**src/sv/iqdqp_pkg.sv**
```systemverilog
// Package for the IQ decimate, quantize and pack block.
// Holds widths, defaults, register indexes and the configuration struct.
// Depends on nothing.
package iqdqp_pkg;

    localparam int RAW_W        = 24;
    localparam int HALF_W       = 12;
    localparam int WORD_W       = 32;
    localparam int NIB_W        = 4;
    localparam int NIBS_PER_WORD = WORD_W / NIB_W;
    localparam int PACK_W       = WORD_W - NIB_W;
    localparam int SQ_W         = 2 * HALF_W - 1;
    localparam int OFF_W        = 4;

    localparam int DECIMATION_DEF      = 8;
    localparam int WORDS_PER_FRAME_DEF = 250;

    localparam int QUEUE_DEPTH = 4;
    localparam int QPTR_W      = $clog2(QUEUE_DEPTH);

    localparam int CFG_IDX_W  = 2;
    localparam int CFG_DATA_W = 4;

    localparam logic [CFG_IDX_W-1:0] REG_ANGLE_MODE    = CFG_IDX_W'(0);
    localparam logic [CFG_IDX_W-1:0] REG_IQ_BIT_OFFSET = CFG_IDX_W'(1);

    localparam logic [OFF_W-1:0] IQ_BIT_OFFSET_RST = OFF_W'(6);

    localparam logic [2:0] MAG_FLIP = 3'd7;

    typedef struct packed {
        logic             angle_mode;
        logic [OFF_W-1:0] iq_bit_offset;
    } t_cfg;

endpackage

```
**src/sv/iqdqp_ifs.sv**
```systemverilog
// Handshake interfaces for the IQ decimate, quantize and pack block:
// raw sample stream, packed word stream and register write channel.
// Depends on iqdqp_pkg.
interface iqdqp_in_if;
    import iqdqp_pkg::*;
    logic             valid;
    logic             ready;
    logic [RAW_W-1:0] raw_sample;

    modport source (output valid, output raw_sample, input ready);
    modport sink   (input valid, input raw_sample, output ready);
endinterface

interface iqdqp_out_if;
    import iqdqp_pkg::*;
    logic              valid;
    logic              ready;
    logic [WORD_W-1:0] packed_word;
    logic              frame_end;

    modport source (output valid, output packed_word, output frame_end, input ready);
    modport sink   (input valid, input packed_word, input frame_end, output ready);
endinterface

interface iqdqp_cfg_if;
    import iqdqp_pkg::*;
    logic                  valid;
    logic                  ready;
    logic [CFG_IDX_W-1:0]  index;
    logic [CFG_DATA_W-1:0] data;

    modport source (output valid, output index, output data, input ready);
    modport sink   (input valid, input index, input data, output ready);
endinterface

```
**src/sv/iqdqp_front.sv**
```systemverilog
// Front end: accepts raw capture words and keeps one of every DECIMATION.
// Kept words go on to the queue. Depends on iqdqp_pkg and iqdqp_ifs.
module iqdqp_front
    import iqdqp_pkg::*;
#(
    parameter int DECIMATION = DECIMATION_DEF
) (
    input  logic         i_clk,
    input  logic         i_rst_n,
    iqdqp_in_if.sink     i_in,
    iqdqp_in_if.source   o_kept
);

    localparam int PH_W = (DECIMATION > 1) ? $clog2(DECIMATION) : 1;
    localparam logic [PH_W-1:0] PH_LAST = PH_W'(DECIMATION - 1);

    logic [PH_W-1:0] r_phase;
    logic [PH_W-1:0] n_phase;
    logic            w_keep;
    logic            w_accept;

    assign w_keep           = (r_phase == '0);
    assign o_kept.valid     = i_in.valid && w_keep;
    assign o_kept.raw_sample = i_in.raw_sample;
    assign i_in.ready       = !w_keep || o_kept.ready;
    assign w_accept         = i_in.valid && i_in.ready;

    always_comb begin
        n_phase = r_phase;
        if (w_accept) begin
            n_phase = (r_phase == PH_LAST) ? '0 : r_phase + PH_W'(1);
        end
    end

    always_ff @(posedge i_clk) begin
        if (!i_rst_n) begin
            r_phase <= '0;
        end else begin
            r_phase <= n_phase;
        end
    end

endmodule

```
**src/sv/iqdqp_queue.sv**
```systemverilog
// Short queue between front and back end so each side stalls on its own.
// Holds QUEUE_DEPTH kept raw words. Depends on iqdqp_pkg and iqdqp_ifs.
module iqdqp_queue
    import iqdqp_pkg::*;
(
    input  logic         i_clk,
    input  logic         i_rst_n,
    iqdqp_in_if.sink     i_push,
    iqdqp_in_if.source   o_pop
);

    logic [RAW_W-1:0]  r_mem [QUEUE_DEPTH];
    logic [QPTR_W-1:0] r_wr_ptr;
    logic [QPTR_W-1:0] r_rd_ptr;
    logic [QPTR_W:0]   r_count;
    logic              w_push;
    logic              w_pop;

    assign i_push.ready     = (r_count != (QPTR_W+1)'(QUEUE_DEPTH));
    assign o_pop.valid      = (r_count != '0);
    assign o_pop.raw_sample = r_mem[r_rd_ptr];
    assign w_push           = i_push.valid && i_push.ready;
    assign w_pop            = o_pop.valid && o_pop.ready;

    always_ff @(posedge i_clk) begin
        if (w_push) begin
            r_mem[r_wr_ptr] <= i_push.raw_sample;
        end
    end

    always_ff @(posedge i_clk) begin
        if (!i_rst_n) begin
            r_wr_ptr <= '0;
            r_rd_ptr <= '0;
            r_count  <= '0;
        end else begin
            if (w_push) begin
                r_wr_ptr <= r_wr_ptr + QPTR_W'(1);
            end
            if (w_pop) begin
                r_rd_ptr <= r_rd_ptr + QPTR_W'(1);
            end
            case ({w_push, w_pop})
                2'b10:   r_count <= r_count + (QPTR_W+1)'(1);
                2'b01:   r_count <= r_count - (QPTR_W+1)'(1);
                default: r_count <= r_count;
            endcase
        end
    end

endmodule

```
**src/sv/iqdqp_back.sv**
```systemverilog
// Back end: squares I and Q, forms the nibble, packs eight nibbles per word
// and flags the frame end. Depends on iqdqp_pkg and iqdqp_ifs.
module iqdqp_back
    import iqdqp_pkg::*;
#(
    parameter int WORDS_PER_FRAME = WORDS_PER_FRAME_DEF
) (
    input  logic          i_clk,
    input  logic          i_rst_n,
    input  t_cfg          i_cfg,
    iqdqp_in_if.sink      i_kept,
    iqdqp_out_if.source   o_out
);

    localparam int WC_W = (WORDS_PER_FRAME > 1) ? $clog2(WORDS_PER_FRAME) : 1;
    localparam logic [WC_W-1:0] WC_LAST = WC_W'(WORDS_PER_FRAME - 1);
    localparam logic [2:0] NIB_LAST = 3'(NIBS_PER_WORD - 1);

    // stage 1: squares and IQ bit pick
    logic signed [HALF_W-1:0]   w_i;
    logic signed [HALF_W-1:0]   w_q;
    logic signed [2*HALF_W-1:0] w_i2_full;
    logic signed [2*HALF_W-1:0] w_q2_full;
    logic [RAW_W+1:0]           w_raw_i_ext;
    logic [RAW_W+5:0]           w_raw_q_ext;
    logic [OFF_W:0]             w_q_pos;
    logic [1:0]                 w_ib;
    logic [1:0]                 w_qb;

    logic              r_s1_valid;
    logic [SQ_W-1:0]   r_s1_i2;
    logic [SQ_W-1:0]   r_s1_q2;
    logic              r_s1_is;
    logic              r_s1_qs;
    logic [NIB_W-1:0]  r_s1_iq_nib;
    logic              r_s1_angle;

    // stage 2: pack and output
    logic              w_ge0;
    logic              w_ge1;
    logic              w_ge2;
    logic [2:0]        w_mag;
    logic [NIB_W-1:0]  w_nib;
    logic              w_out_free;
    logic              w_s1_go;
    logic              w_s1_load;
    logic              w_emit;

    logic [PACK_W-1:0] r_packer;
    logic [2:0]        r_nib_cnt;
    logic [WC_W-1:0]   r_word_cnt;
    logic              r_out_valid;
    logic [WORD_W-1:0] r_out_word;
    logic              r_out_last;

    assign w_i       = i_kept.raw_sample[HALF_W-1:0];
    assign w_q       = i_kept.raw_sample[RAW_W-1:HALF_W];
    assign w_i2_full = w_i * w_i;
    assign w_q2_full = w_q * w_q;

    assign w_raw_i_ext = {2'b00, i_kept.raw_sample};
    assign w_raw_q_ext = {6'b000000, i_kept.raw_sample};
    assign w_q_pos     = {1'b0, i_cfg.iq_bit_offset} + (OFF_W+1)'(HALF_W);
    assign w_ib        = 2'(w_raw_i_ext >> i_cfg.iq_bit_offset);
    assign w_qb        = 2'(w_raw_q_ext >> w_q_pos);

    assign w_out_free = !r_out_valid || o_out.ready;
    assign w_s1_go    = r_s1_valid && ((r_nib_cnt != NIB_LAST) || w_out_free);
    assign w_s1_load  = !r_s1_valid || w_s1_go;
    assign i_kept.ready = w_s1_load;
    assign w_emit     = w_s1_go && (r_nib_cnt == NIB_LAST);

    always_ff @(posedge i_clk) begin
        if (!i_rst_n) begin
            r_s1_valid <= 1'b0;
        end else if (w_s1_load) begin
            r_s1_valid <= i_kept.valid;
        end
    end

    always_ff @(posedge i_clk) begin
        if (w_s1_load && i_kept.valid) begin
            r_s1_i2     <= SQ_W'(w_i2_full);
            r_s1_q2     <= SQ_W'(w_q2_full);
            r_s1_is     <= w_i[HALF_W-1];
            r_s1_qs     <= w_q[HALF_W-1];
            r_s1_iq_nib <= {w_qb, w_ib};
            r_s1_angle  <= i_cfg.angle_mode;
        end
    end

    always_comb begin
        w_ge0 = (r_s1_q2 >= (r_s1_i2 >> 2));
        w_ge1 = (r_s1_q2 >= r_s1_i2);
        w_ge2 = ({2'b00, r_s1_q2} >= {r_s1_i2, 2'b00});
        w_mag = 3'(w_ge0) + 3'(w_ge1) + 3'(w_ge2);
        if (r_s1_qs != r_s1_is) begin
            w_mag = w_mag ^ MAG_FLIP;
        end
        w_nib = r_s1_angle ? {r_s1_qs, w_mag} : r_s1_iq_nib;
    end

    always_ff @(posedge i_clk) begin
        if (!i_rst_n) begin
            r_packer    <= '0;
            r_nib_cnt   <= '0;
            r_word_cnt  <= '0;
            r_out_valid <= 1'b0;
        end else begin
            if (w_s1_go) begin
                if (r_nib_cnt == NIB_LAST) begin
                    r_packer   <= '0;
                    r_nib_cnt  <= '0;
                    r_word_cnt <= (r_word_cnt == WC_LAST) ? '0 : r_word_cnt + WC_W'(1);
                end else begin
                    for (int k = 0; k < NIBS_PER_WORD - 1; k++) begin
                        if (r_nib_cnt == 3'(k)) begin
                            r_packer[k*NIB_W +: NIB_W] <= w_nib;
                        end
                    end
                    r_nib_cnt <= r_nib_cnt + 3'd1;
                end
            end
            if (w_emit) begin
                r_out_valid <= 1'b1;
            end else if (o_out.ready) begin
                r_out_valid <= 1'b0;
            end
        end
    end

    always_ff @(posedge i_clk) begin
        if (w_emit) begin
            r_out_word <= {w_nib, r_packer};
            r_out_last <= (r_word_cnt == WC_LAST);
        end
    end

    assign o_out.valid       = r_out_valid;
    assign o_out.packed_word = r_out_word;
    assign o_out.frame_end   = r_out_last;

endmodule

```
**src/sv/iq_decimate_quantize_pack.sv**
```systemverilog
// Top level of the IQ decimate, quantize and pack block.
// Holds the configuration registers and ties front, queue and back together.
// Depends on iqdqp_pkg, iqdqp_ifs, iqdqp_front, iqdqp_queue and iqdqp_back.
//
// Usage:
//   i_in takes one 24-bit capture word per cycle while ready (I in bits 11:0, Q in
//   bits 23:12, both signed). One word of every DECIMATION is kept and
//   turned into a 4-bit nibble: two I bits and two Q bits at the configured
//   offset, or a 16-sector phase code in angle mode.
//   o_out delivers one 32-bit word per eight kept samples, earliest nibble
//   in bits 3:0; frame_end marks every WORDS_PER_FRAME-th word.
//   i_cfg writes register 0 (angle_mode) and 1 (iq_bit_offset); it is always
//   ready, other indexes are dropped. Write only while the block is idle.
// Timing:
//   One input word per cycle sustained while o_out is ready. A word reaches
//   o_out after its eighth kept sample passes the queue and the squaring
//   stage register, then packing loads the output register.
// Reset and stall:
//   Reset clears counters, packer and queue; angle_mode goes to 0 and
//   iq_bit_offset to 6. When o_out stalls, a finished word holds in the output
//   register, packing continues up to the next word, then the 4-entry queue
//   fills and i_in deasserts ready.
module iq_decimate_quantize_pack
    import iqdqp_pkg::*;
#(
    parameter int DECIMATION      = DECIMATION_DEF,
    parameter int WORDS_PER_FRAME = WORDS_PER_FRAME_DEF
) (
    input  logic          i_clk,
    input  logic          i_rst_n,
    iqdqp_in_if.sink      i_in,
    iqdqp_cfg_if.sink     i_cfg,
    iqdqp_out_if.source   o_out
);

    t_cfg r_cfg;

    iqdqp_in_if w_kept ();
    iqdqp_in_if w_queued ();

    assign i_cfg.ready = 1'b1;

    always_ff @(posedge i_clk) begin
        if (!i_rst_n) begin
            r_cfg.angle_mode    <= 1'b0;
            r_cfg.iq_bit_offset <= IQ_BIT_OFFSET_RST;
        end else if (i_cfg.valid) begin
            case (i_cfg.index)
                REG_ANGLE_MODE:    r_cfg.angle_mode    <= i_cfg.data[0];
                REG_IQ_BIT_OFFSET: r_cfg.iq_bit_offset <= OFF_W'(i_cfg.data);
                default:           r_cfg <= r_cfg;
            endcase
        end
    end

    iqdqp_front #(
        .DECIMATION (DECIMATION)
    ) u_front (
        .i_clk   (i_clk),
        .i_rst_n (i_rst_n),
        .i_in    (i_in),
        .o_kept  (w_kept)
    );

    iqdqp_queue u_queue (
        .i_clk   (i_clk),
        .i_rst_n (i_rst_n),
        .i_push  (w_kept),
        .o_pop   (w_queued)
    );

    iqdqp_back #(
        .WORDS_PER_FRAME (WORDS_PER_FRAME)
    ) u_back (
        .i_clk   (i_clk),
        .i_rst_n (i_rst_n),
        .i_cfg   (r_cfg),
        .i_kept  (w_queued),
        .o_out   (o_out)
    );

endmodule
```
**src/flat_wrapper.sv**
```systemverilog
// flat-port wrapper written by rule: the top's interface ports become plain ports
module iq_decimate_quantize_pack_flat import iqdqp_pkg::*;
#(
    parameter int DECIMATION      = DECIMATION_DEF,
    parameter int WORDS_PER_FRAME = WORDS_PER_FRAME_DEF
)
  (i_clk, i_rst_n, i_in_valid, i_in_raw_sample, i_in_ready, i_cfg_valid, i_cfg_index, i_cfg_data, i_cfg_ready, o_out_valid, o_out_packed_word, o_out_frame_end, o_out_ready);
  iqdqp_in_if i_in_i ();
  iqdqp_cfg_if i_cfg_i ();
  iqdqp_out_if o_out_i ();
  input  logic i_clk;
  input  logic i_rst_n;
  input wire logic [$bits(i_in_i.valid)-1:0] i_in_valid;
  input wire logic [$bits(i_in_i.raw_sample)-1:0] i_in_raw_sample;
  output wire logic [$bits(i_in_i.ready)-1:0] i_in_ready;
  input wire logic [$bits(i_cfg_i.valid)-1:0] i_cfg_valid;
  input wire logic [$bits(i_cfg_i.index)-1:0] i_cfg_index;
  input wire logic [$bits(i_cfg_i.data)-1:0] i_cfg_data;
  output wire logic [$bits(i_cfg_i.ready)-1:0] i_cfg_ready;
  output wire logic [$bits(o_out_i.valid)-1:0] o_out_valid;
  output wire logic [$bits(o_out_i.packed_word)-1:0] o_out_packed_word;
  output wire logic [$bits(o_out_i.frame_end)-1:0] o_out_frame_end;
  input wire logic [$bits(o_out_i.ready)-1:0] o_out_ready;
  assign i_in_i.valid = i_in_valid;
  assign i_in_i.raw_sample = i_in_raw_sample;
  assign i_in_ready = i_in_i.ready;
  assign i_cfg_i.valid = i_cfg_valid;
  assign i_cfg_i.index = i_cfg_index;
  assign i_cfg_i.data = i_cfg_data;
  assign i_cfg_ready = i_cfg_i.ready;
  assign o_out_valid = o_out_i.valid;
  assign o_out_packed_word = o_out_i.packed_word;
  assign o_out_frame_end = o_out_i.frame_end;
  assign o_out_i.ready = o_out_ready;
  iq_decimate_quantize_pack #(.DECIMATION(DECIMATION), .WORDS_PER_FRAME(WORDS_PER_FRAME)) u_core (.i_clk(i_clk), .i_rst_n(i_rst_n), .i_in(i_in_i), .i_cfg(i_cfg_i), .o_out(o_out_i));
endmodule
```
**config.mk**
```make
export PLATFORM = sky130hd
export DESIGN_NAME = iq_decimate_quantize_pack_flat
export DESIGN_NICKNAME = d
export VERILOG_FILES = /design/src/sv/iqdqp_pkg.sv /design/src/sv/iqdqp_ifs.sv /design/src/sv/iqdqp_front.sv /design/src/sv/iqdqp_queue.sv /design/src/sv/iqdqp_back.sv /design/src/sv/iq_decimate_quantize_pack.sv /design/src/flat_wrapper.sv
export SDC_FILE = /design/constraint.sdc
export NUM_CORES = 1
export LEC_CHECK = 0
export BUFFER_PORTS_ARGS = -buffer_cell sky130_fd_sc_hd__buf_2
export CORE_MARGIN = 2
export CORE_UTILIZATION = 48
export CTS_BUF_LIST = sky130_fd_sc_hd__clkbuf_4
export DETAILED_ROUTE_END_ITERATION = 6
export HOLD_SLACK_MARGIN = 0.15
export PLACE_DENSITY = 0.66
export SYNTH_ARGS = -nofsm -noshare
export SYNTH_HDL_FRONTEND = slang
export SYNTH_HIERARCHICAL = 1
export SYNTH_SLANG_ARGS = --single-unit
```
**constraint.sdc**
```tcl
create_clock -name i_clk -period 13.4 [get_ports i_clk]
set_input_delay 1.34 -clock i_clk [delete_from_list [all_inputs] [get_ports i_clk]]
set_output_delay 1.34 -clock i_clk [all_outputs]
set_load 0.01 [all_outputs]
```
# After elaboration in Yosys (flattened, before gate mapping)
# Memory sizes are Yosys's and may differ from the RTL's. A register that Yosys moved wholly into a read port is not among the register bits.
# Cells that the tools add are included.
# op_classes
add_sub_neg	10
multipliers	2
n_div	0
magnitude_cmp	3
n_eq_ne	15
shifts	2
mux	20
bitwise	1
n_reduce_logical	36
# op_table
cell	count
$mul A12 B12 Y23	2
$mux W4	8
$mux W28	1
$ge A23 B25 Y1	1
$shr A24 B4 Y2	1
$shr A24 B5 Y2	1
$ge A23 B21 Y1	1
$ge A23 B23 Y1	1
$reduce_and A2 Y1	10
$reduce_bool A2 Y1	9
$eq A3 B3 Y1 const B	5
$add A3 B1 Y3 const B	3
$mux W3	3
$add A8 B1 Y8 const B	1
$eq A8 B8 Y1 const B	1
$mux W8	1
$eq A3 B2 Y1 const B	2
$logic_and A1 B1 Y1	6
$logic_not A3 Y1	2
$ne A3 B3 Y1 const B	2
$pmux W3 S2	1
$add A4 B4 Y5 const B	1
$add A2 B1 Y2 const B	2
$eq A2 B1 Y1 const B	2
13 further kinds	22
# word_totals
reg_bits	142
latch_bits	0
ram_bits	96
rom_bits	0
out_inout_bits	36
wordCells	115
mem_count	1
# mem_list
name	depth	width	rd	rd_clocked_by_memory_dff	write_ports	line	rtl
u_core.u_queue.r_mem	4	24	1	1	1	iqdqp_queue.sv:12	logic [RAW_W-1:0] r_mem [QUEUE_DEPTH];

# Logic depth before layout (Yosys ltp)
# logic_depth
word_depth	8
depth_mapped	25
mapped_depth_nobuf	22

# Cells and area by module
# Netlist, hierarchy kept.
# by_module_without_submodules
module	instances	cells_each	area_per_inst_um2
iqdqp_back	1	1593	15706.3
iqdqp_queue	1	178	3996.3
iqdqp_front	1	45	369.1
iq_decimate_quantize_pack	1	24	221.5

# Worst setup path before layout
# OpenSTA, ideal clock, no wires.
# synth_path
kind	reg-to-reg
start	register (tool-made name)
end	register u_core.u_back.r_s1_i2[22] (data pin)
setup_time_ns	0.259
t_arrival_ns	5.697
setup_slack_ns	7.445
stages_incl_launch_ff	25
synth_period_minus_slack_ns	5.955
cell_sequence	dfxtp_1 buf_6 buf_12 mux4_2 clkbuf_1 clkbuf_1 nand2_1 inv_1 fa_1 inv_1 fa_1 fa_1 inv_1 fa_1 inv_1 fa_1 inv_1 ha_1 a21oi_1 o21a_1 a2bb2oi_1 o31ai_1 o41ai_4 o21ai_0 a211o_1
# synth_lines
item	line	rtl
end signal: assignment	iqdqp_back.sv:83	r_s1_i2 <= SQ_W'(w_i2_full);
end: declaration	iqdqp_back.sv:31	logic [SQ_W-1:0] r_s1_i2;

==> results.ini <==
[clock_network]
numCtsBuffers=60
clkSinkCount=238
h-tree-depth=2
cts_setup_buffers=0
post_cts_resized=0
cts_tree=built
cts_hold_buf=0
clkTransAtPathRegs_ns=0.08
clockBufferDepth=3
cts_root_buf=clkbuf_4
clock_latency_ns=0.71

[critical_path]
cp.arrival_ns=6.90
cp.required_ns=13.82
startpoint_type=register
max_stage_delay_ns=0.89
worstPathCellList=buf_4 > mux4_1 > inv_1 > nor2_1 > fa_1 > fa_1 > inv_1 > fa_1 > inv_1 > fa_1 > inv_1 > fa_1 > inv_1 > ha_1 > nand2_1 > o21ai_0 > nand3_1 > o211ai_1 > a21o_1 > a21oi_1 > xnor2_1
cp-end-kind=register
slowest_stage=mux4_1
critPathKind=reg2reg
crit_fanout=24

[flow_run]
max-cap-violations=0

[synthesis]
ys_seq_elements=238
synthCells=1840
netlist_area_um2=20300
synthTopCellsByArea=edfxtp_1 (27%), fa_1 (23%), ha_1 (12%), inv_1 (7.2%), dfxtp_1 (5.7%)
synth.most_common_cell=inv_1
netlist.area_leader.share_pct=26.6
synth-edff-count=180
synth_common_cells=inv_1 (388), fa_1 (236), ha_1 (187)
synth_largest_area_cell=edfxtp_1
synth.distinct_cells=68
synthFlopType=edfxtp_1
synth-seq-area-share_pct=32.4
async_flop_share_pct=0
syn_nets=2298
yosys_warnings=6
avgSynthCellArea_um2=11.0

[place]
port_buffers=69
dp_hpwl_um=31600
gp_congestion=0.894

[route]
wl_um=40000
drtAntennaViolNets=0
drt_pre_antenna_iters=5
drt-initial-drc-count=631
vias_per_cell=5.05
drc=0
dr_total_vias=12637
wire_per_inst_um=16.0

[floorplan]
die_area_um2=43900
coreArea_um2=41900
die_h_um=210
std_cell_rows=75
die_width_um=210
initial_core_util_pct=48.5
ios=71

[grt]
grt_pass1_vias=13403
grt_overflow=0
antenna_found_initial=2
track_usage_pct=19.2
grt_pass1_wl_um=67600
grt_max_degree=58

[timing]
finalClockSkew_ns=0.0323
max_slew_margin_pct=31.4
min_period_ns=6.48
fmax_ghz=0.154
maxSlewViolCount=0
tightest_slew_ns=1.03
fin_tns_setup_ns=0
rsz0062_at_grt=no
finalHoldViolCount=0
final.period_utilization_pct=48.4
setup_viol=0

[finish]
syn2layout_area_growth_pct=7.57
nets=2368
drive_gt1_share_pct=11.6

[worst_hold_path]
hold_class=reg2reg

[run_status]
status=finished clean

-- critical path: cells and delay by family (launching register included) --
kind	cells	cell delay [ns]
compound gates	4	0.78
xor+xnor	1	0.12
fa+ha+maj	6	2.82
buf+inv	6	0.90
flops	1	0.31
mux	1	0.89
simple gates	3	0.36
-- per-layer routing --
layer	share of wire, %	global-route usage [%]	up-vias	wire length, um
met5	0	0	-	0
met4	2.0	5.36	0	810
met1	48	26.9	6161	19000
met3	5.2	3.31	65	2070
met2	45	30.9	279	18100
li1	-	-	6132	-
-- cells by family after synthesis --
logic type      Yosys count  share of synthesized area (%)
xor+xnor                 65                           2.81
compound gates          205                           6.67
flops                   238                           32.4
fa+ha+maj               423                           34.8
simple gates            393                           9.37
mux                      55                           4.77
other cells               1                         0.0185
buf+inv                 460                           9.21
-- area by class of cell --
| cell class | count | area, um2 |
|---|---|---|
| Fill cell | 3730 | 20000 |
| Multi-Input combinational cell | 1142 | 11900 |
| Sequential cell | 238 | 6570 |
| Inverter | 391 | 1470 |
| Clock buffer | 91 | 683 |
| Tap cell | 539 | 674 |
| Timing Repair Buffer | 77 | 405 |
| Clock inverter | 22 | 171 |
| Antenna cell | 1 | 2.50 |
-- per-stage QoR --
step	cells	utilization, %	hold WS (ns)	worst slack [ns]	area, um2
after floorplan	1840	-	0.400	7.44	20300
after global placement	2387	50.1	0.415	7.00	21000
after detailed placement	2387	50.1	0.418	6.91	21000
after CTS	2500	52.2	0.429	6.87	21800
after global routing	2501	52.2	0.434	6.52	21800
final	2501	52.2	0.427	6.92	21800
-- path summary, 6_finish.rpt --
kind	start	end	slack, ns	depth (start not counted)
setup reg to reg	register	u_core/u_back/r_s1_q2[22]	6.92	21
hold / removal	u_core/u_back/r_packer[17]	u_core/u_back/o_out.packed_word[17]	0.43	0
hold reg to reg	u_core/u_back/r_packer[17]	u_core/u_back/o_out.packed_word[17]	0.43	0
setup / recovery	register	u_core/u_back/r_s1_q2[22]	6.92	21
-- state kept, by name, indices dropped and copies added (netlist names), 4 cells and up, named ones only --
register	count
u_core/u_back/r_packer	28
u_core/u_back/o_out.packed_word	32
u_core/r_cfg	5
u_core/u_back/r_s1_q2	22
u_core/u_back/r_s1_i2	22
u_core/u_back/r_word_cnt	8
u_core/u_queue/r_mem	96
u_core/u_back/r_s1_iq_nib	4
-- layout by cell type, fill, tap and decap left out, types with 7 or more instances in the layout --
master / n
nor2_1: 83
buf_4: 8
ha_1: 187
and2_1: 65
nor2b_1: 27
o21a_1: 16
a21oi_1: 42
nand2_1: 132
edfxtp_1: 180
clkbuf_4: 91
inv_1: 388
mux2i_1: 22
mux4_2: 28
a211oi_1: 12
dfxtp_1: 58
a21o_1: 24
or2_2: 8
nor3_1: 7
o21ai_0: 54
nand4_1: 12
nand3_1: 28
buf_2: 69
xor2_1: 14
nand2b_1: 9
clkinv_1: 14
o211ai_1: 8
fa_1: 236
xnor2_1: 51
Power is not shown: default switching activity piles up to over one toggle a cycle in this logic, so the estimate is an artifact.
